`src/sv/hcbd_pkg.sv`:
```
// shared types, codes and helpers for the chunked body decoder
package hcbd_pkg;

    typedef enum logic [2:0] {
        PH_SIZE    = 3'd0,
        PH_DATA    = 3'd1,
        PH_DATA_CR = 3'd2,
        PH_DATA_LF = 3'd3,
        PH_TRAILER = 3'd4,
        PH_DONE    = 3'd5
    } t_phase;

    typedef enum logic [2:0] {
        ERR_NONE = 3'd0,
        ERR_LONG = 3'd1,
        ERR_BAD  = 3'd2,
        ERR_CRLF = 3'd3,
        ERR_OVF  = 3'd4
    } t_err;

    // line flag bit positions
    localparam int FL_EXT   = 0;
    localparam int FL_SPACE = 1;
    localparam int FL_CR    = 2;
    localparam int FL_BITS  = 3;

    localparam logic [7:0] CH_CR    = 8'h0d;
    localparam logic [7:0] CH_LF    = 8'h0a;
    localparam logic [7:0] CH_SPACE = 8'h20;
    localparam logic [7:0] CH_SEMI  = 8'h3b;

    localparam int CFG_BITS = 16;
    localparam logic [CFG_BITS-1:0] MAX_LINE_RESET = 16'd8192;

    typedef struct packed {
        logic       ok;
        logic [3:0] val;
    } t_hex;

    function automatic t_hex hex_decode(input logic [7:0] c);
        t_hex h;
        h.ok  = 1'b1;
        h.val = 4'd0;
        case (c) inside
            [8'h30:8'h39]: h.val = 4'(c - 8'h30);
            [8'h61:8'h66]: h.val = 4'(c - 8'h57);
            [8'h41:8'h46]: h.val = 4'(c - 8'h37);
            default:       h.ok  = 1'b0;
        endcase
        return h;
    endfunction

endpackage

```
`src/sv/http_chunked_body_decoder_top.sv`:
```
// http chunked transfer body decoder, one stream byte per word
// Takes one body byte per cycle, returns one result word per byte via two register stages (input
// word register, then result register), at a sustained rate of one word per clock while
// m_axis_tready is high, set by the state update between them. s_axis_tuser is the
// start-of-message flag that clears all parse state before its byte. Results carry the content
// byte with a valid flag in m_axis_tuser, tlast on the final byte of each chunk, the done flag and
// a sticky error code. The line length limit is written through the cfg channel, always ready.
module http_chunked_body_decoder_top #(
    parameter int SIZE_BITS     = 32,
    parameter int LINE_LEN_BITS = 16
) (
    input  logic        i_clk,
    input  logic        i_rst_n,
    // config write: max line length
    input  logic        i_cfg_valid,
    output logic        o_cfg_ready,
    input  logic [15:0] i_cfg_data,
    // input stream
    input  logic        s_axis_tvalid,
    output logic        s_axis_tready,
    input  logic [7:0]  s_axis_tdata,   // [7:0] in_byte
    input  logic        s_axis_tuser,   // [0] start_message
    // result stream
    output logic        m_axis_tvalid,
    input  logic        m_axis_tready,
    output logic [15:0] m_axis_tdata,   // [7:0] body_byte, [8] done_res, [11:9] error_code, zero
    output logic        m_axis_tlast,   // chunk_end
    output logic        m_axis_tuser    // [0] body_valid
);

    localparam int CB = hcbd_pkg::CFG_BITS;
    localparam logic [CB-1:0] LINE_CAP = {CB{1'b1}} >> (CB - LINE_LEN_BITS);

    // configuration
    logic [CB-1:0] r_max_len;

    // input word register
    logic       r_in_valid;
    logic [7:0] r_in_byte;
    logic       r_in_start;

    // parse state
    hcbd_pkg::t_phase             r_phase, n_phase, b_phase;
    hcbd_pkg::t_err               r_err, n_err, b_err;
    logic [LINE_LEN_BITS-1:0]     r_line, n_line, b_line, line_inc;
    logic [SIZE_BITS-1:0]         r_size, n_size, b_size;
    logic [SIZE_BITS-1:0]         r_remain, n_remain, b_remain;
    logic [hcbd_pkg::FL_BITS-1:0] r_flags, n_flags, b_flags;

    // result register
    logic       r_out_valid;
    logic       r_out_bvalid;
    logic [7:0] r_out_byte;
    logic       r_out_last;
    logic       r_out_done;
    logic [2:0] r_out_err;

    logic          o_bvalid, o_last;
    logic [7:0]    o_byte;
    logic          advance;
    logic [CB-1:0] limit;
    hcbd_pkg::t_hex hv;
    logic          prev_cr;

    assign o_cfg_ready   = 1'b1;
    assign advance       = r_in_valid && (!r_out_valid || m_axis_tready);
    assign s_axis_tready = !r_in_valid || advance;
    assign limit         = (r_max_len < LINE_CAP) ? r_max_len : LINE_CAP;
    assign hv            = hcbd_pkg::hex_decode(r_in_byte);

    always_comb begin
        if (r_in_start) begin
            b_phase  = hcbd_pkg::PH_SIZE;
            b_err    = hcbd_pkg::ERR_NONE;
            b_line   = '0;
            b_size   = '0;
            b_remain = '0;
            b_flags  = '0;
        end else begin
            b_phase  = r_phase;
            b_err    = r_err;
            b_line   = r_line;
            b_size   = r_size;
            b_remain = r_remain;
            b_flags  = r_flags;
        end
        n_phase  = b_phase;
        n_err    = b_err;
        n_line   = b_line;
        n_size   = b_size;
        n_remain = b_remain;
        n_flags  = b_flags;
        o_bvalid = 1'b0;
        o_byte   = 8'd0;
        o_last   = 1'b0;
        line_inc = b_line + LINE_LEN_BITS'(1);
        prev_cr  = b_flags[hcbd_pkg::FL_CR];

        if (b_err == hcbd_pkg::ERR_NONE) begin
            case (b_phase)
                hcbd_pkg::PH_SIZE, hcbd_pkg::PH_TRAILER: begin
                    if (CB'(b_line) >= limit) begin
                        n_err = hcbd_pkg::ERR_LONG;
                    end else begin
                        n_line = line_inc;
                        if (b_phase == hcbd_pkg::PH_SIZE) begin
                            if (prev_cr && r_in_byte == hcbd_pkg::CH_LF) begin
                                // spaces with no extension after them are not allowed
                                if (!b_flags[hcbd_pkg::FL_EXT] && b_flags[hcbd_pkg::FL_SPACE]) begin
                                    n_err = hcbd_pkg::ERR_BAD;
                                end else begin
                                    n_line  = '0;
                                    n_flags = '0;
                                    n_size  = '0;
                                    if (b_size == '0) begin
                                        n_phase = hcbd_pkg::PH_TRAILER;
                                    end else begin
                                        n_remain = b_size;
                                        n_phase  = hcbd_pkg::PH_DATA;
                                    end
                                end
                            end else if (b_flags[hcbd_pkg::FL_EXT]) begin
                                n_flags[hcbd_pkg::FL_CR] = (r_in_byte == hcbd_pkg::CH_CR);
                            end else if (prev_cr || (line_inc == LINE_LEN_BITS'(1) && !hv.ok)) begin
                                n_err = hcbd_pkg::ERR_BAD;
                            end else if (hv.ok) begin
                                if (b_flags[hcbd_pkg::FL_SPACE]) begin
                                    n_err = hcbd_pkg::ERR_BAD;
                                end else if (b_size[SIZE_BITS-1 -: 4] != 4'd0) begin
                                    n_err = hcbd_pkg::ERR_OVF;
                                end else begin
                                    n_size = {b_size[SIZE_BITS-5:0], hv.val};
                                end
                            end else if (r_in_byte == hcbd_pkg::CH_SPACE) begin
                                n_flags[hcbd_pkg::FL_SPACE] = 1'b1;
                            end else if (r_in_byte == hcbd_pkg::CH_SEMI) begin
                                n_flags[hcbd_pkg::FL_EXT] = 1'b1;
                            end else if (r_in_byte == hcbd_pkg::CH_CR) begin
                                n_flags[hcbd_pkg::FL_CR] = 1'b1;
                            end else begin
                                n_err = hcbd_pkg::ERR_BAD;
                            end
                        end else begin
                            if (prev_cr && r_in_byte == hcbd_pkg::CH_LF) begin
                                n_line  = '0;
                                n_flags = '0;
                                // bare crlf ends the trailer
                                if (line_inc == LINE_LEN_BITS'(2)) begin
                                    n_phase = hcbd_pkg::PH_DONE;
                                end
                            end else begin
                                n_flags = '0;
                                n_flags[hcbd_pkg::FL_CR] = (r_in_byte == hcbd_pkg::CH_CR);
                            end
                        end
                    end
                end
                hcbd_pkg::PH_DATA: begin
                    o_bvalid = 1'b1;
                    o_byte   = r_in_byte;
                    n_remain = b_remain - SIZE_BITS'(1);
                    if (n_remain == '0) begin
                        o_last  = 1'b1;
                        n_phase = hcbd_pkg::PH_DATA_CR;
                    end
                end
                hcbd_pkg::PH_DATA_CR: begin
                    if (r_in_byte == hcbd_pkg::CH_CR) begin
                        n_phase = hcbd_pkg::PH_DATA_LF;
                    end else begin
                        n_err = hcbd_pkg::ERR_CRLF;
                    end
                end
                hcbd_pkg::PH_DATA_LF: begin
                    if (r_in_byte == hcbd_pkg::CH_LF) begin
                        n_phase = hcbd_pkg::PH_SIZE;
                        n_line  = '0;
                        n_flags = '0;
                        n_size  = '0;
                    end else begin
                        n_err = hcbd_pkg::ERR_CRLF;
                    end
                end
                default: begin
                end
            endcase
        end
    end

    // control and parse state
    always_ff @(posedge i_clk) begin
        if (!i_rst_n) begin
            r_max_len   <= hcbd_pkg::MAX_LINE_RESET;
            r_in_valid  <= 1'b0;
            r_out_valid <= 1'b0;
            r_phase     <= hcbd_pkg::PH_SIZE;
            r_err       <= hcbd_pkg::ERR_NONE;
            r_line      <= '0;
            r_size      <= '0;
            r_remain    <= '0;
            r_flags     <= '0;
        end else begin
            if (i_cfg_valid) begin
                r_max_len <= i_cfg_data;
            end
            if (s_axis_tready) begin
                r_in_valid <= s_axis_tvalid;
            end
            if (advance) begin
                r_out_valid <= 1'b1;
                r_phase     <= n_phase;
                r_err       <= n_err;
                r_line      <= n_line;
                r_size      <= n_size;
                r_remain    <= n_remain;
                r_flags     <= n_flags;
            end else if (m_axis_tready) begin
                r_out_valid <= 1'b0;
            end
        end
    end

    // payload
    always_ff @(posedge i_clk) begin
        if (s_axis_tready && s_axis_tvalid) begin
            r_in_byte  <= s_axis_tdata;
            r_in_start <= s_axis_tuser;
        end
        if (advance) begin
            r_out_bvalid <= o_bvalid;
            r_out_byte   <= o_byte;
            r_out_last   <= o_last;
            r_out_done   <= (n_phase == hcbd_pkg::PH_DONE);
            r_out_err    <= n_err;
        end
    end

    assign m_axis_tvalid = r_out_valid;
    assign m_axis_tdata  = {4'd0, r_out_err, r_out_done, r_out_byte};
    assign m_axis_tlast  = r_out_last;
    assign m_axis_tuser  = r_out_bvalid;

`ifndef NO_ASSERTIONS
    a_last_is_content: assert property (@(posedge i_clk) disable iff (!i_rst_n)
        m_axis_tvalid && m_axis_tlast |-> m_axis_tuser)
        else $error("chunk end on a word without content");

    a_err_sticky: assert property (@(posedge i_clk) disable iff (!i_rst_n)
        r_err != hcbd_pkg::ERR_NONE && !(advance && r_in_start) |=> $stable(r_err))
        else $error("error latch changed without a new message");

    a_data_remain: assert property (@(posedge i_clk) disable iff (!i_rst_n)
        r_phase == hcbd_pkg::PH_DATA |-> r_remain != '0)
        else $error("content phase with nothing left to pass");

    a_idle_byte_zero: assert property (@(posedge i_clk) disable iff (!i_rst_n)
        m_axis_tvalid && !m_axis_tuser |-> m_axis_tdata[7:0] == 8'd0)
        else $error("non-content word carries a byte");
`endif

endmodule
```
`config.mk`:
```
export PLATFORM = sky130hd
export DESIGN_NAME = http_chunked_body_decoder_top
export DESIGN_NICKNAME = d
export VERILOG_FILES = /design/src/sv/hcbd_pkg.sv /design/src/sv/http_chunked_body_decoder_top.sv
export SDC_FILE = /design/constraint.sdc
export NUM_CORES = 1
export LEC_CHECK = 0
export ABC_AREA = 1
export BUFFER_PORTS_ARGS = -buffer_cell sky130_fd_sc_hd__buf_2
export CORE_UTILIZATION = 49
export DETAILED_ROUTE_END_ITERATION = 6
export GPL_ROUTABILITY_DRIVEN = 0
export PLACE_DENSITY = 0.64
export RECOVER_POWER = 25
export REMOVE_ABC_BUFFERS = 1
export SYNTH_ARGS = -nofsm -noshare
export SYNTH_HDL_FRONTEND = slang
export SYNTH_SLANG_ARGS = --single-unit
```
`constraint.sdc`:
```
create_clock -name i_clk -period 6.75 [get_ports i_clk]
set_input_delay 0.3375 -clock i_clk [delete_from_list [all_inputs] [get_ports i_clk]]
set_output_delay 0.3375 -clock i_clk [all_outputs]
set_load 0.005 [all_outputs]
```
### Yosys cells after proc, flatten, opt, wreduce, memory -nomap -nowiden

Cells that the tools add are included.

| word-level totals | value |
|---|---|
| bits in registers | 130 |
| RAM bits | 0 |
| word-level logic and storage cells | 153 |
| bits in read-only memories | 0 |
| output and inout port bits | 21 |
| memories | 0 |
| latch bits | 0 |
| input bits | 30 |

| cells by class | value |
|---|---|
| add/sub/neg operators | 5 |
| shift operators | 0 |
| div/mod/pow operators | 0 |
| $mul | 0 |
| equal/unequal tests | 11 |
| multiplexer cells | 90 |
| $lt $le $gt $ge | 8 |
| reduce and logical (&&, ||, !) cells | 23 |
| bitwise logic cells | 0 |

Operators by type and width:

| operator | number |
|---|---|
| $mux 32 | 19 |
| $mux 16 | 9 |
| $pmux 32 s2 | 2 |
| $mux 3 | 38 |
| $logic_not 32->1 | 2 |
| $pmux 16 s2 | 1 |
| $sub 32x1->32 const B | 1 |
| $add 16x1->16 const B | 1 |
| $eq 16x1->1 const B | 1 |
| $eq 16x2->1 const B | 1 |
| $eq 8x4->1 const B | 2 |
| $eq 8x6->1 const B | 2 |
| $ge 16x16->1 | 1 |
| $ge 8x7->1 const B | 2 |
| $le 8x7->1 const B | 2 |
| $lt 16x16->1 const B | 1 |
| $mux 1 | 14 |
| $mux 4 | 3 |
| $pmux 3 s4 | 1 |
| $pmux 3 s3 | 1 |
| $ge 8x6->1 const B | 1 |
| $le 8x6->1 const B | 1 |
| $logic_and 1x1->1 | 8 |
| $sub 4x3->4 const B | 2 |
| other kinds (13) | 21 |

### Depth between registers and ports, before layout

| depth | value |
|---|---|
| depth after elaboration | 15 |
| depth in mapped cells | 24 |
| gate-level depth less buffers | 22 |

### Worst setup path after synthesis

No wires, ideal clock.

| path | value |
|---|---|
| path type | flip-flop to flip-flop |
| start | register r_in_start |
| end | register r_size[3] |
| clock period less this slack | 3.069 ns |
| stages on the path, launching flop included | 20 |
| data required time | 6.680 ns |
| path buffers | 4 |
| setup time | 0.070 ns |
| data arrival time | 2.999 ns |
| path slack | 3.681 ns |
| cell sequence | edfxtp_1 -> buf_4 -> buf_6 -> buf_2 -> nor2_1 -> ha_1 -> a21oi_1 -> o21ai_0 -> nand2_1 -> o211ai_1 -> nand2_1 -> nand3_1 -> nor2_4 -> nand2_1 -> nor2_2 -> buf_2 -> nand2_1 -> o22ai_1 -> nand2_1 -> a21oi_1 |

| on the way | value |
|---|---|
| word-level cells in the longest chain between the ends | 12 |
| elaborated cells between the ends (all ways) | 31 |
| classes of those cells | add/sub (1); order compare (1); eq/ne (3); mux (17); reduce/logical (9) |

Ends and longest elaborated chain:

| what | RTL line | RTL |
|---|---|---|
| start, declared | http_chunked_body_decoder_top.sv:40 | `logic r_in_start;` |
| start signal, assigned | http_chunked_body_decoder_top.sv:227 | `r_in_start <= s_axis_tuser;` |
| $mux 16 or $mux 32 (tied branches) | http_chunked_body_decoder_top.sv:72 | `if (r_in_start) begin` |
| $add 16x1->16 or $reduce_bool 4->1 (tied branches) | http_chunked_body_decoder_top.sv:96, http_chunked_body_decoder_top.sv:129 |  |
| $eq 16x1->1 or $mux 32 (tied branches) | http_chunked_body_decoder_top.sv:124, http_chunked_body_decoder_top.sv:129 |  |
| $logic_and 1x1->1 or $mux 32 (tied branches) | http_chunked_body_decoder_top.sv:124, http_chunked_body_decoder_top.sv:127 |  |
| $logic_or 1x1->1 or $mux 32 (tied branches) | http_chunked_body_decoder_top.sv:124, http_chunked_body_decoder_top.sv:126 |  |
| $mux 32 | http_chunked_body_decoder_top.sv:124 | `end else if (prev_cr \|\| (line_inc == LINE_LEN_BITS'(1) && !hv.ok)) begin` |
| $mux 32 | http_chunked_body_decoder_top.sv:122 | `end else if (b_flags[hcbd_pkg::FL_EXT]) begin` |
| $mux 32 | http_chunked_body_decoder_top.sv:107 | `if (prev_cr && r_in_byte == hcbd_pkg::CH_LF) begin` |
| $mux 32 | http_chunked_body_decoder_top.sv:106 | `if (b_phase == hcbd_pkg::PH_SIZE) begin` |
| $mux 32 | http_chunked_body_decoder_top.sv:102 | `if (CB'(b_line) >= limit) begin` |
| $pmux 32 s2 | http_chunked_body_decoder_top.sv:100 | `case (b_phase)` |
| $mux 32 * | http_chunked_body_decoder_top.sv:99 | `if (b_err == hcbd_pkg::ERR_NONE) begin` |
| end signal, assigned | http_chunked_body_decoder_top.sv:214 | `r_size <= n_size;` |
| end, declared | http_chunked_body_decoder_top.sv:46 | `logic [SIZE_BITS-1:0] r_size, n_size, b_size;` |

Mark *: on every way between the ends. The rest lies on a longest branch, timed or not.
A chain may end at the register's enable or synchronous reset.

### Worst setup path in the final report

| path | value |
|---|---|
| start | register r_in_start |
| end | register r_size[14] |

Same word-level chain as after synthesis.

==> summary.txt <==
Run status
  • Status: finished with violations
  • Violated checks: DRC

Drt
  • Routed vias/inst: 5.83
  • Met2 WL: 16.3 mm
  • Routed Antenna Nets: 0
  • Routed length per placed instance: 17.4 um
  • TritonRoute pass-1 iters: 7
  • Routed Wire Length: 35.4 mm
  • WL met1: 15.4 mm
  • Initial drt markers: 1030
  • Top Layer Used: met4
  • Drt drc: 2
  • Via count: 11843
  • Met3 WL post-DR: 2.87 mm

Logic synthesis
  • Synth Flop Type: dfxtp_1
  • Syn Area/Cell: 6.07 um2
  • Top-count cell post-synth: nand2_1
  • Synth Cell Area: 0.0107 mm2
  • Synth top cells by count: 414 x nand2_1, 217 x inv_1, 184 x a21oi_1
  • Synthesized netlist cell count: 1756
  • Synth area leader: dfxtp_1
  • Yosys cell types: 44
  • Ys Warns: 0
  • Register area share after synthesis: 0.266
  • Synth top area share: 0.201
  • Top post-synthesis cells by area: dfxtp_1 20%, nand2_1 15%, a21oi_1 8.6%, o21ai_0 7.9%, inv_1 7.6%
  • Async SR Flop Fraction: 0
  • Post-synth EDFFs: 23
  • Seq cells post-synth: 130

Setup path
  • Element type at the critical path end: flop
  • CP Data Required Time: 7.12 ns
  • R2R Path End: r_size[14]$_SDFFE_PN0P_
  • WS Path Type: reg2reg
  • Arr. time, crit path: 5.18 ns
  • Critical path launch point type: flop
  • R2R Setup Slk: 1.94 ns
  • Worst-path maximum fanout: 49
  • Critical R2R Launch: r_in_start$_DFFE_PP_
  • Reg2reg path depth: 16

Layout
  • P&R area growth vs syn: 7.76%
  • Antenna Cells: 0
  • Final nets: 1800
  • Design Area, Final: 0.0115 mm2
  • Non-filler cells in the finished layout: 2032
  • Layout cell share with drive strength beyond 1: 0.0808

Run
  • MaxCap Viol Count: 0

CTS
  • Root buffer cell: clkbuf_16
  • Worst skew pair latency: 0.45 ns
  • Cts repair resizes: 0
  • Clk buf depth: 2
  • CTS tree: built
  • # clock sinks: 130
  • Hold-fix buffers, CTS: 0
  • Setup bufs post-CTS: 0
  • CTS H-tree depth: 4
  • Num CTS Buffers: 17
  • Reg clk slew, reported paths: 0.07 ns

Timing
  • Slew HR: 0.326
  • Clock skew: 0.0165 ns
  • Max Fclk: 0.208 GHz
  • RSZ-0062 raised after global routing: no
  • Final TNS setup: 0 ns
  • Final hold vios: 0
  • Slew Limit Fails: 0
  • Least-Margin Pin Slew: 1.01 ns
  • # setup viols final: 0
  • Post-route minimum period: 4.81 ns
  • WHS: 0.0622 ns
  • Final worst-path cycle share: 0.712

Power
  • Peak supply drop: 0.000137 V
  • Pwr/cell area: 222 mW/mm2
  • Static Leakage: 5.36 nW

Die
  • Die W: 149 um
  • Top Ports: 51
  • Number of cell rows: 53
  • Die Area: 0.0223 mm2
  • Area of the core: 0.0212 mm2
  • Initial Utilization: 0.504
  • Die height: 149 um

Min path
  • Hold Path Sink: r_in_byte[3]$_DFFE_PP_
  • HP Class: in2reg
  • Hold Crit Start: s_axis_tdata[3]
  • Hold path depth: 1

Placed design
  • DP Cell Count: 2000
  • IO Port Bufs: 45
  • DP HPWL: 23.9 mm
  • Area after DPL: 0.0109 mm2

GRT
  • All-layer global routing usage: 0.323
  • Largest net degree at the start of global routing: 90
  • First-pass GRT wire length: 56.7 mm
  • GRT overflow: 0
  • Initial antenna violation count: 0
  • Vias in the first global route: 10827
-- critical path, stage by stage, from the launching register on --
cell and delay, ns:
edfxtp_1 0.32, buf_4 0.57, inv_2 0.38, nand2_1 0.20
inv_1 0.09, ha_1 0.33, a21oi_1 0.15, o21ai_0 0.10
a21oi_1 0.16, nand3_1 0.49, nor2_4 0.42, nand2_1 0.24
nor2_2 0.70, o211ai_1 0.19, o21ai_0 0.13, nand2_1 0.07
a21oi_1 0.13
-- worst max-delay path by stage --
stage / from / end / depth (start not counted)
6_report: r_in_start$_DFFE_PP_ / r_size[14]$_SDFFE_PN0P_ / 16
5_1_grt: r_in_start$_DFFE_PP_ / r_size[13]$_SDFFE_PN0P_ / 16
4_1_cts: r_in_start$_DFFE_PP_ / r_size[13]$_SDFFE_PN0P_ / 16
3_5_place_dp: r_in_start$_DFFE_PP_ / r_size[13]$_SDFFE_PN0P_ / 16
3_3_place_gp: r_in_start$_DFFE_PP_ / r_size[14]$_SDFFE_PN0P_ / 16
2_1_floorplan: r_in_start$_DFFE_PP_ / r_remain[0]$_SDFFE_PN0P_ / 15
-- layer usage --
| metal | GRT usage | up-vias |
|---|---|---|
| li1 | - | 5890 |
| met1 | 0.421 | 5347 |
| met2 | 0.537 | 532 |
| met3 | 0.0570 | 74 |
| met4 | 0.108 | 0 |
| met5 | 0 | - |
-- logic make-up after synthesis --
family / after synthesis / share of synthesized area
buffers and inverters: 322 / 0.122
adder cells (fa/ha/maj): 26 / 0.0305
AND/OR/NAND/NOR: 759 / 0.303
XOR/XNOR: 10 / 0.00822
other: 2 / 0.000705
flip-flops: 130 / 0.266
AO/OA/AOI/OAI: 507 / 0.270
-- power by group --
group          switching [mW]  internal, mW
sequential             0.0300         0.843
combinational           0.524         0.204
clock                   0.424         0.519
-- stage by stage --
stage	util	total power, mW	setup slack (ns)
5_1_grt	0.543	2.67	1.64
2_1_floorplan	-	1.38	2.05
3_5_place_dp	0.516	1.60	2.12
6_report	0.543	2.54	1.94
4_1_cts	0.543	2.53	2.09
3_3_place_gp	0.516	1.59	2.32
-- area by class of cell --
| cell class | count | area (um2) |
|---|---|---|
| well taps | 275 | 344 |
| inverters | 229 | 861 |
| clock buffers | 17 | 425 |
| repair buffers | 59 | 327 |
| multi-input cells | 1307 | 6550 |
| fillers | 2181 | 9670 |
| clock inverters | 15 | 146 |
| flip-flops and latches | 130 | 2830 |
-- placed cells by master (no fill, tap or decap), types with 7 or more instances in the layout --
| cell | count |
|---|---|
| a21oi_1 | 184 |
| xor2_1 | 9 |
| buf_2 | 42 |
| a31oi_1 | 35 |
| nand2_2 | 13 |
| o21ai_0 | 169 |
| nor2_1 | 162 |
| o211ai_1 | 68 |
| a221oi_1 | 7 |
| nand3_1 | 92 |
| nor2_2 | 16 |
| ha_1 | 26 |
| inv_6 | 7 |
| clkbuf_16 | 17 |
| buf_4 | 14 |
| inv_1 | 217 |
| nand4_1 | 28 |
| nor2_4 | 8 |
| nand2_1 | 413 |
| o221ai_1 | 11 |
| inv_2 | 10 |
| edfxtp_1 | 23 |
| o21ai_1 | 13 |
| nor3_1 | 16 |
| dfxtp_1 | 107 |
-- state kept, by name, indices dropped and copies added (netlist names), 3 cells and up --
name / count
r_err: 3
r_in_byte: 8
r_out_byte: 8
r_flags: 3
r_out_err: 3
r_remain: 32
r_phase: 3
r_line: 16
r_size: 32
r_max_len: 16
Power figures use the tool's default switching activity.
